$ cat src/rtl/core/riexec_pkg.sv
// Package for the RV32I I-type execute block.
// Holds the request/response transaction types and the mode and funct3 codes.
// No dependencies.
package riexec_pkg;

   localparam int unsigned XLEN = 32;

   // Instruction group
   localparam logic [1:0] MODE_ALU   = 2'd0;
   localparam logic [1:0] MODE_LOAD  = 2'd1;
   localparam logic [1:0] MODE_JALR  = 2'd2;
   localparam logic [1:0] MODE_FENCE = 2'd3;

   // Immediate ALU funct3
   localparam logic [2:0] F3_ADDI  = 3'd0;
   localparam logic [2:0] F3_SLLI  = 3'd1;
   localparam logic [2:0] F3_SLTI  = 3'd2;
   localparam logic [2:0] F3_SLTIU = 3'd3;
   localparam logic [2:0] F3_XORI  = 3'd4;
   localparam logic [2:0] F3_SRXI  = 3'd5;
   localparam logic [2:0] F3_ORI   = 3'd6;
   localparam logic [2:0] F3_ANDI  = 3'd7;

   // Load funct3
   localparam logic [2:0] F3_LB  = 3'd0;
   localparam logic [2:0] F3_LH  = 3'd1;
   localparam logic [2:0] F3_LW  = 3'd2;
   localparam logic [2:0] F3_LBU = 3'd4;
   localparam logic [2:0] F3_LHU = 3'd5;

   // Fence funct3
   localparam logic [2:0] F3_FENCE  = 3'd0;
   localparam logic [2:0] F3_FENCEI = 3'd1;

   localparam logic [XLEN-1:0] PC_STEP = 32'd4;

   typedef struct packed {
      logic [1:0]      mode;
      logic [XLEN-1:0] instruction;
      logic [XLEN-1:0] source_value;
      logic [XLEN-1:0] current_pc;
      logic [XLEN-1:0] load_word;
   } riexec_req_type;

   typedef struct packed {
      logic            ok;
      logic            reg_write;
      logic [4:0]      dest_reg;
      logic [XLEN-1:0] write_value;
      logic [XLEN-1:0] next_pc;
      logic            mem_read;
      logic [XLEN-1:0] mem_address;
   } riexec_rsp_type;

endpackage

$ cat src/rtl/core/rv32i_immediate_execute.sv
// RV32I I-type execute stage: immediate ALU, loads, JALR and fences.
// Depends on riexec_pkg for the transaction types and decode codes.
// Timing: a transaction is registered on accept and decoded and executed in
// the next cycle. Its result is registered once more and then driven on
// rsp_data with rsp_valid from the response register. One instruction is
// taken every cycle. busy stays low because the block keeps no state across
// instructions and the result register is rewritten each cycle. The result
// is shown for one cycle only, so the receiver must capture it then. An
// unrecognized funct3 (or SLLI with bit 30 set) returns ok low with every
// other field zero.
module rv32i_immediate_execute (
   input  logic                    clock,
   input  logic                    reset,
   input  logic                    start,
   output logic                    busy,
   input  riexec_pkg::riexec_req_type req_data,
   output logic                    rsp_valid,
   output riexec_pkg::riexec_rsp_type rsp_data
);
   import riexec_pkg::*;

   logic           req_valid_ff, req_valid_in;
   riexec_req_type req_ff;
   logic           rsp_valid_ff, rsp_valid_in;
   riexec_rsp_type rsp_ff, rsp_in;

   logic [2:0]      f3;
   logic            b30;
   logic [XLEN-1:0] imm;
   logic [4:0]      shamt;
   logic [XLEN-1:0] eff_addr;
   logic [XLEN-1:0] pc_plus4;
   logic            ok;
   logic            wr;
   logic            rd_en;
   logic [XLEN-1:0] val;
   logic [XLEN-1:0] npc;

   assign busy         = 1'b0;
   assign req_valid_in = start & ~busy;

   always_ff @(posedge clock) begin
      if (reset) begin
         req_valid_ff <= 1'b0;
         rsp_valid_ff <= 1'b0;
      end else begin
         req_valid_ff <= req_valid_in;
         rsp_valid_ff <= rsp_valid_in;
      end
   end

   always_ff @(posedge clock) begin
      if (req_valid_in) begin
         req_ff <= req_data;
      end
      rsp_ff <= rsp_in;
   end

   // decode
   assign f3       = req_ff.instruction[14:12];
   assign b30      = req_ff.instruction[30];
   assign imm      = {{(XLEN-12){req_ff.instruction[31]}}, req_ff.instruction[31:20]};
   assign shamt    = imm[4:0];
   assign eff_addr = req_ff.source_value + imm;
   assign pc_plus4 = req_ff.current_pc + PC_STEP;

   always_comb begin
      ok    = 1'b1;
      wr    = 1'b0;
      rd_en = 1'b0;
      val   = '0;
      npc   = pc_plus4;
      unique case (req_ff.mode)
         MODE_ALU: begin
            wr = 1'b1;
            unique case (f3)
               F3_ADDI:  val = eff_addr;
               F3_SLTI:  val = {{(XLEN-1){1'b0}},
                                ($signed(req_ff.source_value) < $signed(imm))};
               F3_SLTIU: val = {{(XLEN-1){1'b0}}, (req_ff.source_value < imm)};
               F3_XORI:  val = req_ff.source_value ^ imm;
               F3_ORI:   val = req_ff.source_value | imm;
               F3_ANDI:  val = req_ff.source_value & imm;
               F3_SLLI: begin
                  if (!b30) begin
                     val = req_ff.source_value << shamt;
                  end else begin
                     ok = 1'b0;
                  end
               end
               F3_SRXI: begin
                  if (b30) begin
                     val = XLEN'($signed(req_ff.source_value) >>> shamt);
                  end else begin
                     val = req_ff.source_value >> shamt;
                  end
               end
               default: ok = 1'b0;
            endcase
         end
         MODE_LOAD: begin
            wr    = 1'b1;
            rd_en = 1'b1;
            unique case (f3)
               F3_LB:   val = {{(XLEN-8){req_ff.load_word[7]}}, req_ff.load_word[7:0]};
               F3_LH:   val = {{(XLEN-16){req_ff.load_word[15]}}, req_ff.load_word[15:0]};
               F3_LW:   val = req_ff.load_word;
               F3_LBU:  val = {{(XLEN-8){1'b0}}, req_ff.load_word[7:0]};
               F3_LHU:  val = {{(XLEN-16){1'b0}}, req_ff.load_word[15:0]};
               default: ok = 1'b0;
            endcase
         end
         MODE_JALR: begin
            wr  = 1'b1;
            val = pc_plus4;
            npc = {eff_addr[XLEN-1:1], 1'b0};
         end
         MODE_FENCE: begin
            if (f3 != F3_FENCE && f3 != F3_FENCEI) begin
               ok = 1'b0;
            end
         end
         default: ok = 1'b0;
      endcase
   end

   // an unrecognized instruction has no effects at all
   always_comb begin
      rsp_valid_in        = req_valid_ff;
      rsp_in.ok           = ok;
      rsp_in.reg_write    = ok & wr;
      rsp_in.dest_reg     = (ok && wr) ? req_ff.instruction[11:7] : 5'd0;
      rsp_in.write_value  = (ok && wr) ? val : '0;
      rsp_in.next_pc      = ok ? npc : '0;
      rsp_in.mem_read     = ok & rd_en;
      rsp_in.mem_address  = (ok && rd_en) ? eff_addr : '0;
   end

   assign rsp_valid = rsp_valid_ff;
   assign rsp_data  = rsp_ff;

`ifndef ASSERT_OFF
   a_latency: assert property (@(posedge clock) disable iff (reset)
      (start && !busy) |-> ##2 rsp_valid)
      else $error("accepted transaction produced no result two cycles later");

   a_reject_clean: assert property (@(posedge clock) disable iff (reset)
      (rsp_valid && !rsp_data.ok) |->
         (!rsp_data.reg_write && !rsp_data.mem_read && rsp_data.next_pc == '0
          && rsp_data.write_value == '0 && rsp_data.dest_reg == 5'd0))
      else $error("rejected instruction has side effects");

   a_load_writes: assert property (@(posedge clock) disable iff (reset)
      (rsp_valid && rsp_data.mem_read) |-> (rsp_data.ok && rsp_data.reg_write))
      else $error("load without register write");

   a_addr_zero: assert property (@(posedge clock) disable iff (reset)
      (rsp_valid && !rsp_data.mem_read) |-> (rsp_data.mem_address == '0))
      else $error("address driven without a memory read");
`endif

endmodule
$ cat config.mk
export PLATFORM = sky130hd
export DESIGN_NAME = rv32i_immediate_execute
export DESIGN_NICKNAME = d
export VERILOG_FILES = /design/src/rtl/core/riexec_pkg.sv /design/src/rtl/core/rv32i_immediate_execute.sv
export SDC_FILE = /design/constraint.sdc
export NUM_CORES = 1
export LEC_CHECK = 0
export BUFFER_PORTS_ARGS = -buffer_cell sky130_fd_sc_hd__buf_2
export CAP_MARGIN = 40
export CELL_PAD_IN_SITES_DETAIL_PLACEMENT = 1
export CELL_PAD_IN_SITES_GLOBAL_PLACEMENT = 1
export CORE_AREA = 8 8 237 239
export CTS_BUF_LIST = sky130_fd_sc_hd__clkbuf_8 sky130_fd_sc_hd__clkbuf_16
export DETAILED_ROUTE_END_ITERATION = 16
export DIE_AREA = 0 0 245 247
export PLACE_DENSITY = 0.68
export SLEW_MARGIN = 20
export SYNTH_ARGS = -nofsm -noshare
export SYNTH_HDL_FRONTEND = slang
export SYNTH_SLANG_ARGS = --single-unit
$ cat constraint.sdc
create_clock -name clock -period 7.85 [get_ports clock]
set_input_delay 1.57 -clock clock [delete_from_list [all_inputs] [get_ports clock]]
set_output_delay 1.57 -clock clock [all_outputs]
set_load 0.03 [all_outputs]
==> results of run 1 <==
-- area by class of cell --
| type | instances | area (sq um) | area share |
|---|---|---|---|
| inverters | 81 | 307 | 0.0170 |
| well taps | 688 | 861 | 0.0476 |
| clock buffers | 31 | 753 | 0.0417 |
| clock inverters | 17 | 104 | 0.00575 |
| repair buffers | 252 | 1360 | 0.0753 |
| flip-flops and latches | 224 | 5670 | 0.314 |
| multi-input cells | 1266 | 9020 | 0.499 |
-- worst min-delay path by stage --
| stage | from | endpoint | slack, ns | depth (start not counted) |
|---|---|---|---|---|
| after detailed placement | req_valid_ff | rsp_valid | 0.44 | 1 |
| after global routing | req_ff[103] | rsp_data[97] | 0.47 | 1 |
| after CTS | req_valid_ff | rsp_valid | 0.45 | 1 |
| after global placement | req_ff[104] | rsp_data[98] | 0.43 | 1 |
| after floorplan | req_valid_ff | rsp_valid | 0.41 | 1 |
| final | req_valid_ff | rsp_valid | 0.45 | 1 |
-- kinds of logic (layout without fill, tap and decap cells) --
family | after synthesis | after routing | share of synthesized area
fa+ha+maj | 99 | 99 | 0.0802
compound gates | 499 | 499 | 0.210
other cells | 1 | 1 | 0.000241
xor+xnor | 55 | 55 | 0.0310
simple gates | 485 | 485 | 0.141
flops | 224 | 224 | 0.364
mux | 127 | 127 | 0.116
buf+inv | 196 | 381 | 0.0566
-- stage by stage --
step,power [mW],setup slack (ns)
after floorplan,2.35,4.28
after global placement,2.84,3.60
after detailed placement,2.87,3.45
after CTS,4.08,3.42
after global routing,4.24,2.93
final,4.06,3.32
-- synth_stat cells, drive strengths merged (7+ instances only) --
| cell type | number |
|---|---|
| nor2 | 179 |
| a21oi | 149 |
| nand2 | 143 |
| edfxtp | 118 |
| o21ai | 108 |
| dfxtp | 106 |
| ha | 98 |
| inv | 79 |
| clkbuf | 70 |
| mux2i | 57 |
| buf | 45 |
| a211oi | 42 |
| xnor2 | 42 |
| mux2 | 35 |
| mux4 | 35 |
| nor3 | 34 |
| nand3 | 27 |
| o22ai | 26 |
| o221ai | 22 |
| and2 | 21 |
| o211ai | 17 |
| a221oi | 16 |
| and3 | 16 |
| nand4 | 16 |
| a221o | 15 |
| a21o | 13 |
| nor2b | 13 |
| xor2 | 13 |
| a31oi | 11 |
| o21bai | 10 |
| nand2b | 8 |
| o31ai | 8 |
| o21a | 7 |
| or3 | 7 |
-- metal layers --
| layer | vias up | global-route usage | share of wire |
|---|---|---|---|
| met5 | - | 0 | 0 |
| met4 | 0 | 0.101 | 0.048 |
| met3 | 133 | 0.0343 | 0.050 |
| met2 | 470 | 0.364 | 0.49 |
| met1 | 7321 | 0.262 | 0.41 |
| li1 | 6563 | - | - |
-- flip-flops by register name, indices dropped and copies added, names as in the netlist --
| name | flops |
|---|---|
| rsp_data | 104 |
| req_ff | 103 |
| imm | 11 |
| f3 | 3 |
| b30 | 1 |
| req_valid_ff | 1 |
| rsp_valid | 1 |
-- power by group --
group	internal, mW	switching [mW]
Sequential	1.37	0.107
Combinational	0.451	0.938
Clock	0.686	0.516
==> summary.md, run 1 <==
| Metric | Value |
|---|---|
| Result of the run | `finished, final reports clean` |
| Placed cells | `2509` |
| Die Area | `60500 sq um` |
| Req. time, crit path | `8.26 ns` |
| Post-synthesis sequential area ratio | `0.364` |
| Worst hold margin | `0.448 ns` |
| Final number of max-transition violations | `0` |
| Largest cells by area after synthesis | `edfxtp_1, dfxtp_1, ha_1` |
| Crit Reg-Reg Endpoint | `rsp_data[93]` |
| Synthesized area | `15500 sq um` |
| Crit-path slowest cell | `clkinv_1` |
| Drt pass-1 iters | `5` |
| Fillcell total | `6092` |
| Critical path class | `reg2reg` |
| Crit-path leading delay family | `compound AO/OA/AOI/OAI gates` |
| CTS buffer count | `26` |
| Kind of end point of the critical path | `register` |
| DR DRC count | `0` |
| Final setup TNS | `0 ns` |
| CTS max path bufs | `3` |
| Number of global-route vias before repair | `14928` |
| Main synth FF type | `edfxtp_1` |
| Antenna violations before repair | `0` |
| GR Overflow Total | `0` |
| Clk Tree Root Cell | `clkbuf_16` |
| Pin count of the biggest net entering global routing | `74` |
| Port bufs | `225` |
| Layout Nets | `2083` |
| Critical-path cell list | `buf_4, clkinv_1, ha_1, o21ai_0, o21ai_1, a211oi_1, o21ai_0, nand2_1, o21ai_0, nor3b_1, nor3_1` |
| Cell taking the most area after synthesis | `edfxtp_1` |
| Core area | `52200 sq um` |
| CTS Hold Bufs | `0` |
| Worst r2r src | `imm[4]` |
| Reg-to-reg setup timing slack | `3.32 ns` |
| DRT antenna net count | `0` |
| Clock Skews | `0.0239 ns` |
| Routed via count | `14487` |
| Buffer and inverter count on the worst path | `2` |
| Max-cap violation count | `0` |
| Power per Cell Area | `225 nW/um^2` |
| CTS clk-pin slew, worst paths | `0.06 ns` |
| Synth cell types | `86` |
| Die Height | `247 microns` |
| Unrepaired setup endpoints after global routing | `no` |
| FP Rows | `84` |
| Final Cycle Share | `0.577` |
| Synth Instances | `1686` |
| Htree depth | `1` |
| Final core utilization | `0.346` |
| Leading cell types in the layout, fill and taps excluded | `buf_2, nor2_1, a21oi_1` |
| Crit path launch type | `register` |
| Final hold viol count | `0` |
| Post-route insts no fill | `2559` |
| Routed wire length | `67400 microns` |
| Horiz. Die Dim | `245 microns` |
| Post-Syn Nets | `1918` |
| GRT Overall Usage | `0.213` |
| Post-DP HPWL | `51300 microns` |
| CTS tree | `built` |
| Crit. Startpoint | `imm[4]` |
| Leak | `7.41 nW` |
| Syn. warnings | `0` |
| Largest stage delay, worst path | `0.67 ns` |
| CP most frequent cell | `o21ai_0` |
| Worst slew margin | `0.382` |
| First-pass GRT wire length | `99100 microns` |
| Critical path arrival | `4.94 ns` |
| Initial Util | `0.298` |
| Area grow syn2layout | `16.2%` |
| Average size of a mapped cell | `9.22 sq um` |
| # resized after CTS | `0` |
| Final Cell Area | `18100 sq um` |
| Crit path to | `rsp_data[93]` |
| Iteration-0 DRC Markers | `1141` |
| Worst Max-Slew Pin Slew | `0.917 ns` |
| Setup repair bufs after CTS | `0` |
| Num ports | `239` |
| Layout cell share with drive strength beyond 1 | `0.209` |
| Clk Latency, worst-skew pair | `0.57 ns` |
| Setup-failing EPs final | `0` |
| Commonest non-fill, non-tap cell in the layout | `buf_2` |
| Routed wire per std cell | `26.3 microns` |
| Min Tclk post-route | `4.53 ns` |
| Crit-path max FO | `61` |
| Placed cell area | `17200 sq um` |
| Ant. Diodes | `0` |
| Post-synth top area share | `0.228` |
| Reg2reg path depth | `11` |
| Critical Path Stages | `11` |
| Min-delay worst type | `reg2reg` |
| Seq cells post-synth | `224` |
| Async set or reset register ratio after synthesis | `0` |
| Number of enable flip-flop cells after synthesis | `118` |
| GP Congestion | `0.943` |
| Max frequency | `0.221 GHz` |
| VDD IR max | `0.183 mV` |
| Via density | `5.66` |
| # clock sinks | `224` |
No activity file was read; power rests on OpenSTA's default activity.
==> run 2, diff against run 1 <==
- ABC_AREA: not set -> 1
- CORE_AREA: 8 8 237 239 -> 8 8 242 244
- DIE_AREA: 0 0 245 247 -> 0 0 250 252
- PLACE_DENSITY: 0.68 -> 0.73
- clock period: 7.85 -> 3.73 ns (I/O delays scaled with it)
==> run 2 against run 1 <==
Final cell count is 26% higher. Clock power is 120% higher. Via count is 19% higher. Highest routed layer is now met5. Largest power group is now combinational cells. Routed wire length is 15% higher. Register-to-register slack worse by 2.6 ns. Synthesized cell count is 36% higher. Non-clock buffer count is 24 higher.
==> summary.md, run 2 <==
| Metric | Value |
|---|---|
| Setup repair bufs after CTS | `0` |
| Hold path start | `req_data[30]` |
| Crit path launch type | `register` |
| Post-synthesis sequential area ratio | `0.350` |
| # resized after CTS | `0` |
| Num ports | `239` |
| Most common cell in the synthesized netlist | `nand2_1` |
| Main synth FF type | `edfxtp_1` |
| Min-delay worst type | `in2reg` |
| GP Congestion | `0.984` |
| Kind of end point of the critical path | `register` |
| Synth cell types | `57` |
| Number of enable flip-flop cells after synthesis | `118` |
| FP Rows | `86` |
| GR Overflow Total | `0` |
| Syn. warnings | `0` |
| Final number of max-transition violations | `0` |
| Async set or reset register ratio after synthesis | `0` |
| Htree depth | `1` |
| Leak | `9.20 nW` |
| Area grow syn2layout | `17.3%` |
| Horiz. Die Dim | `250 microns` |
| Synth Instances | `2298` |
| CTS Hold Bufs | `0` |
| Leading cell types in the layout, fill and taps excluded | `nand2_1, nand3_1, inv_1` |
| Worst slew margin | `0.471` |
| Drt pass-1 iters | `5` |
| Min Tclk post-route | `2.99 ns` |
| Critical path class | `reg2reg` |
| Pin count of the biggest net entering global routing | `82` |
| Synthesized area | `16200 sq um` |
| Worst r2r src | `imm[0]` |
| VDD IR max | `0.303 mV` |
| Clk Tree Root Cell | `clkbuf_16` |
| Crit. Startpoint | `imm[0]` |
| Crit-path max FO | `46` |
| Post-synth top area share | `0.219` |
| Req. time, crit path | `4.17 ns` |
| Result of the run | `finished, final reports clean` |
| CTS clk-pin slew, worst paths | `0.06 ns` |
| Clk Latency, worst-skew pair | `0.56 ns` |
| Worst Max-Slew Pin Slew | `0.790 ns` |
| Setup-failing EPs final | `0` |
| Antenna violations before repair | `2` |
| Routed via count | `17168` |
| Iteration-0 DRC Markers | `1344` |
| CTS max path bufs | `3` |
| Multi-input logic area | `9000 sq um` |
| Power per Cell Area | `466 nW/um^2` |
| Synth top cells by count | `nand2_1, nand3_1, inv_1` |
| Initial Util | `0.296` |
| Average size of a mapped cell | `7.05 sq um` |
| Final core utilization | `0.348` |
| Die Height | `252 microns` |
| Routed wire per std cell | `24.0 microns` |
| DR DRC count | `0` |
| Unrepaired setup endpoints after global routing | `no` |
| Final setup TNS | `0 ns` |
| Post-DP HPWL | `62600 microns` |
| Largest cells by area after synthesis | `edfxtp_1, nand2_1, dfxtp_1` |
| # clock sinks | `224` |
| Commonest non-fill, non-tap cell in the layout | `nand2_1` |
| Max reg flops | `104` |
| Number of global-route vias before repair | `17432` |
| Register area | `5670 sq um` |
| Final hold viol count | `0` |
| Critical path arrival | `3.42 ns` |
| Max frequency | `0.335 GHz` |
| Fillcell total | `6895` |
| Seq cells post-synth | `224` |
| Post-Syn Nets | `2530` |
| Layout cell share with drive strength beyond 1 | `0.150` |
| GRT Overall Usage | `0.236` |
| Port bufs | `225` |
| Max-cap violation count | `0` |
| CTS buffer count | `26` |
| Via density | `5.31` |
| Core area | `54700 sq um` |
| First-pass GRT wire length | `114000 microns` |
| Die Area | `63000 sq um` |
| DRT antenna net count | `0` |
| CTS tree | `built` |
| Layout Nets | `2739` |
| Routed wire length | `77500 microns` |
| Clock Skews | `0.0227 ns` |
| Final Cycle Share | `0.800` |
| Cell taking the most area after synthesis | `edfxtp_1` |
==> run 2: where the power goes <==
group / internal (mW) / switching (mW) / total (mW)
registers: 2.87 / 0.184 / 3.05
clock network: 1.59 / 1.08 / 2.67
logic: 0.859 / 2.27 / 3.12
==> run 2: routing by layer <==
| layer | GRT usage | vias to the layer above | wire length [microns] |
|---|---|---|---|
| li1 | - | 8037 | - |
| met1 | 0.310 | 8347 | 33600 |
| met2 | 0.384 | 625 | 35500 |
| met3 | 0.0293 | 157 | 4510 |
| met4 | 0.106 | 2 | 3850 |
| met5 | 0 | - | 13 |
==> run 2: area by class of cell <==
cell class / count / share of cell area
diodes: 1 / 0.000132
clock buffers: 32 / 0.0404
clock inverters: 16 / 0.00711
inverters: 261 / 0.0526
multi-input cells: 1718 / 0.474
flip-flops and latches: 224 / 0.298
well taps: 704 / 0.0464
repair buffers: 276 / 0.0815
==> run 2: kinds of logic (layout without fill, tap and decap cells) <==
logic type / Yosys count / after routing / share of synthesized area
and+or+nand+nor: 1227 / 1227 / 0.328
xor gates and xnor gates: 39 / 39 / 0.0215
DFF: 224 / 224 / 0.350
muxes: 3 / 3 / 0.00185
AOI/OAI and AO/OA: 349 / 349 / 0.127
other: 1 / 2 / 0.000231
buffers and inverters: 356 / 585 / 0.0953
adders and majority gates: 99 / 99 / 0.0769
==> run 2: through the flow <==
step / hold slack [ns] / power (mW) / worst slack, ns / cell area [sq um] / std cells
6_report: 0.360 / 8.85 / 0.744 / 19000 / 3232
5_1_grt: 0.349 / 9.25 / 0.535 / 19000 / 3232
4_1_cts: 0.334 / 8.89 / 0.802 / 19000 / 3231
3_5_place_dp: 0.406 / 6.19 / 0.820 / 18100 / 3183
3_3_place_gp: 0.402 / 6.14 / 0.830 / 18100 / 3182
2_1_floorplan: 0.388 / 4.93 / 0.717 / 16200 / 2298
==> run 2: worst paths after layout <==
kind / to / slack [ns] / cells past startpoint
setup reg to reg: rsp_data[68] / 0.74 / 13
hold / removal: req_ff[30] / 0.36 / 1
hold reg to reg: rsp_valid / 0.41 / 2
setup / recovery: rsp_data[68] / 0.74 / 13
==> run 2: critical path, stage by stage, from the launching register on <==
cell	delay [ns]
edfxtp_1	0.36
buf_4	0.48
inv_6	0.24
nand2_1	0.20
nand2_1	0.09
o21ai_1	0.25
o21ai_0	0.15
nand2_1	0.17
nand2_1	0.13
nand3b_1	0.20
nand2_1	0.25
nand2_1	0.18
nand2_1	0.11
nand2_1	0.05
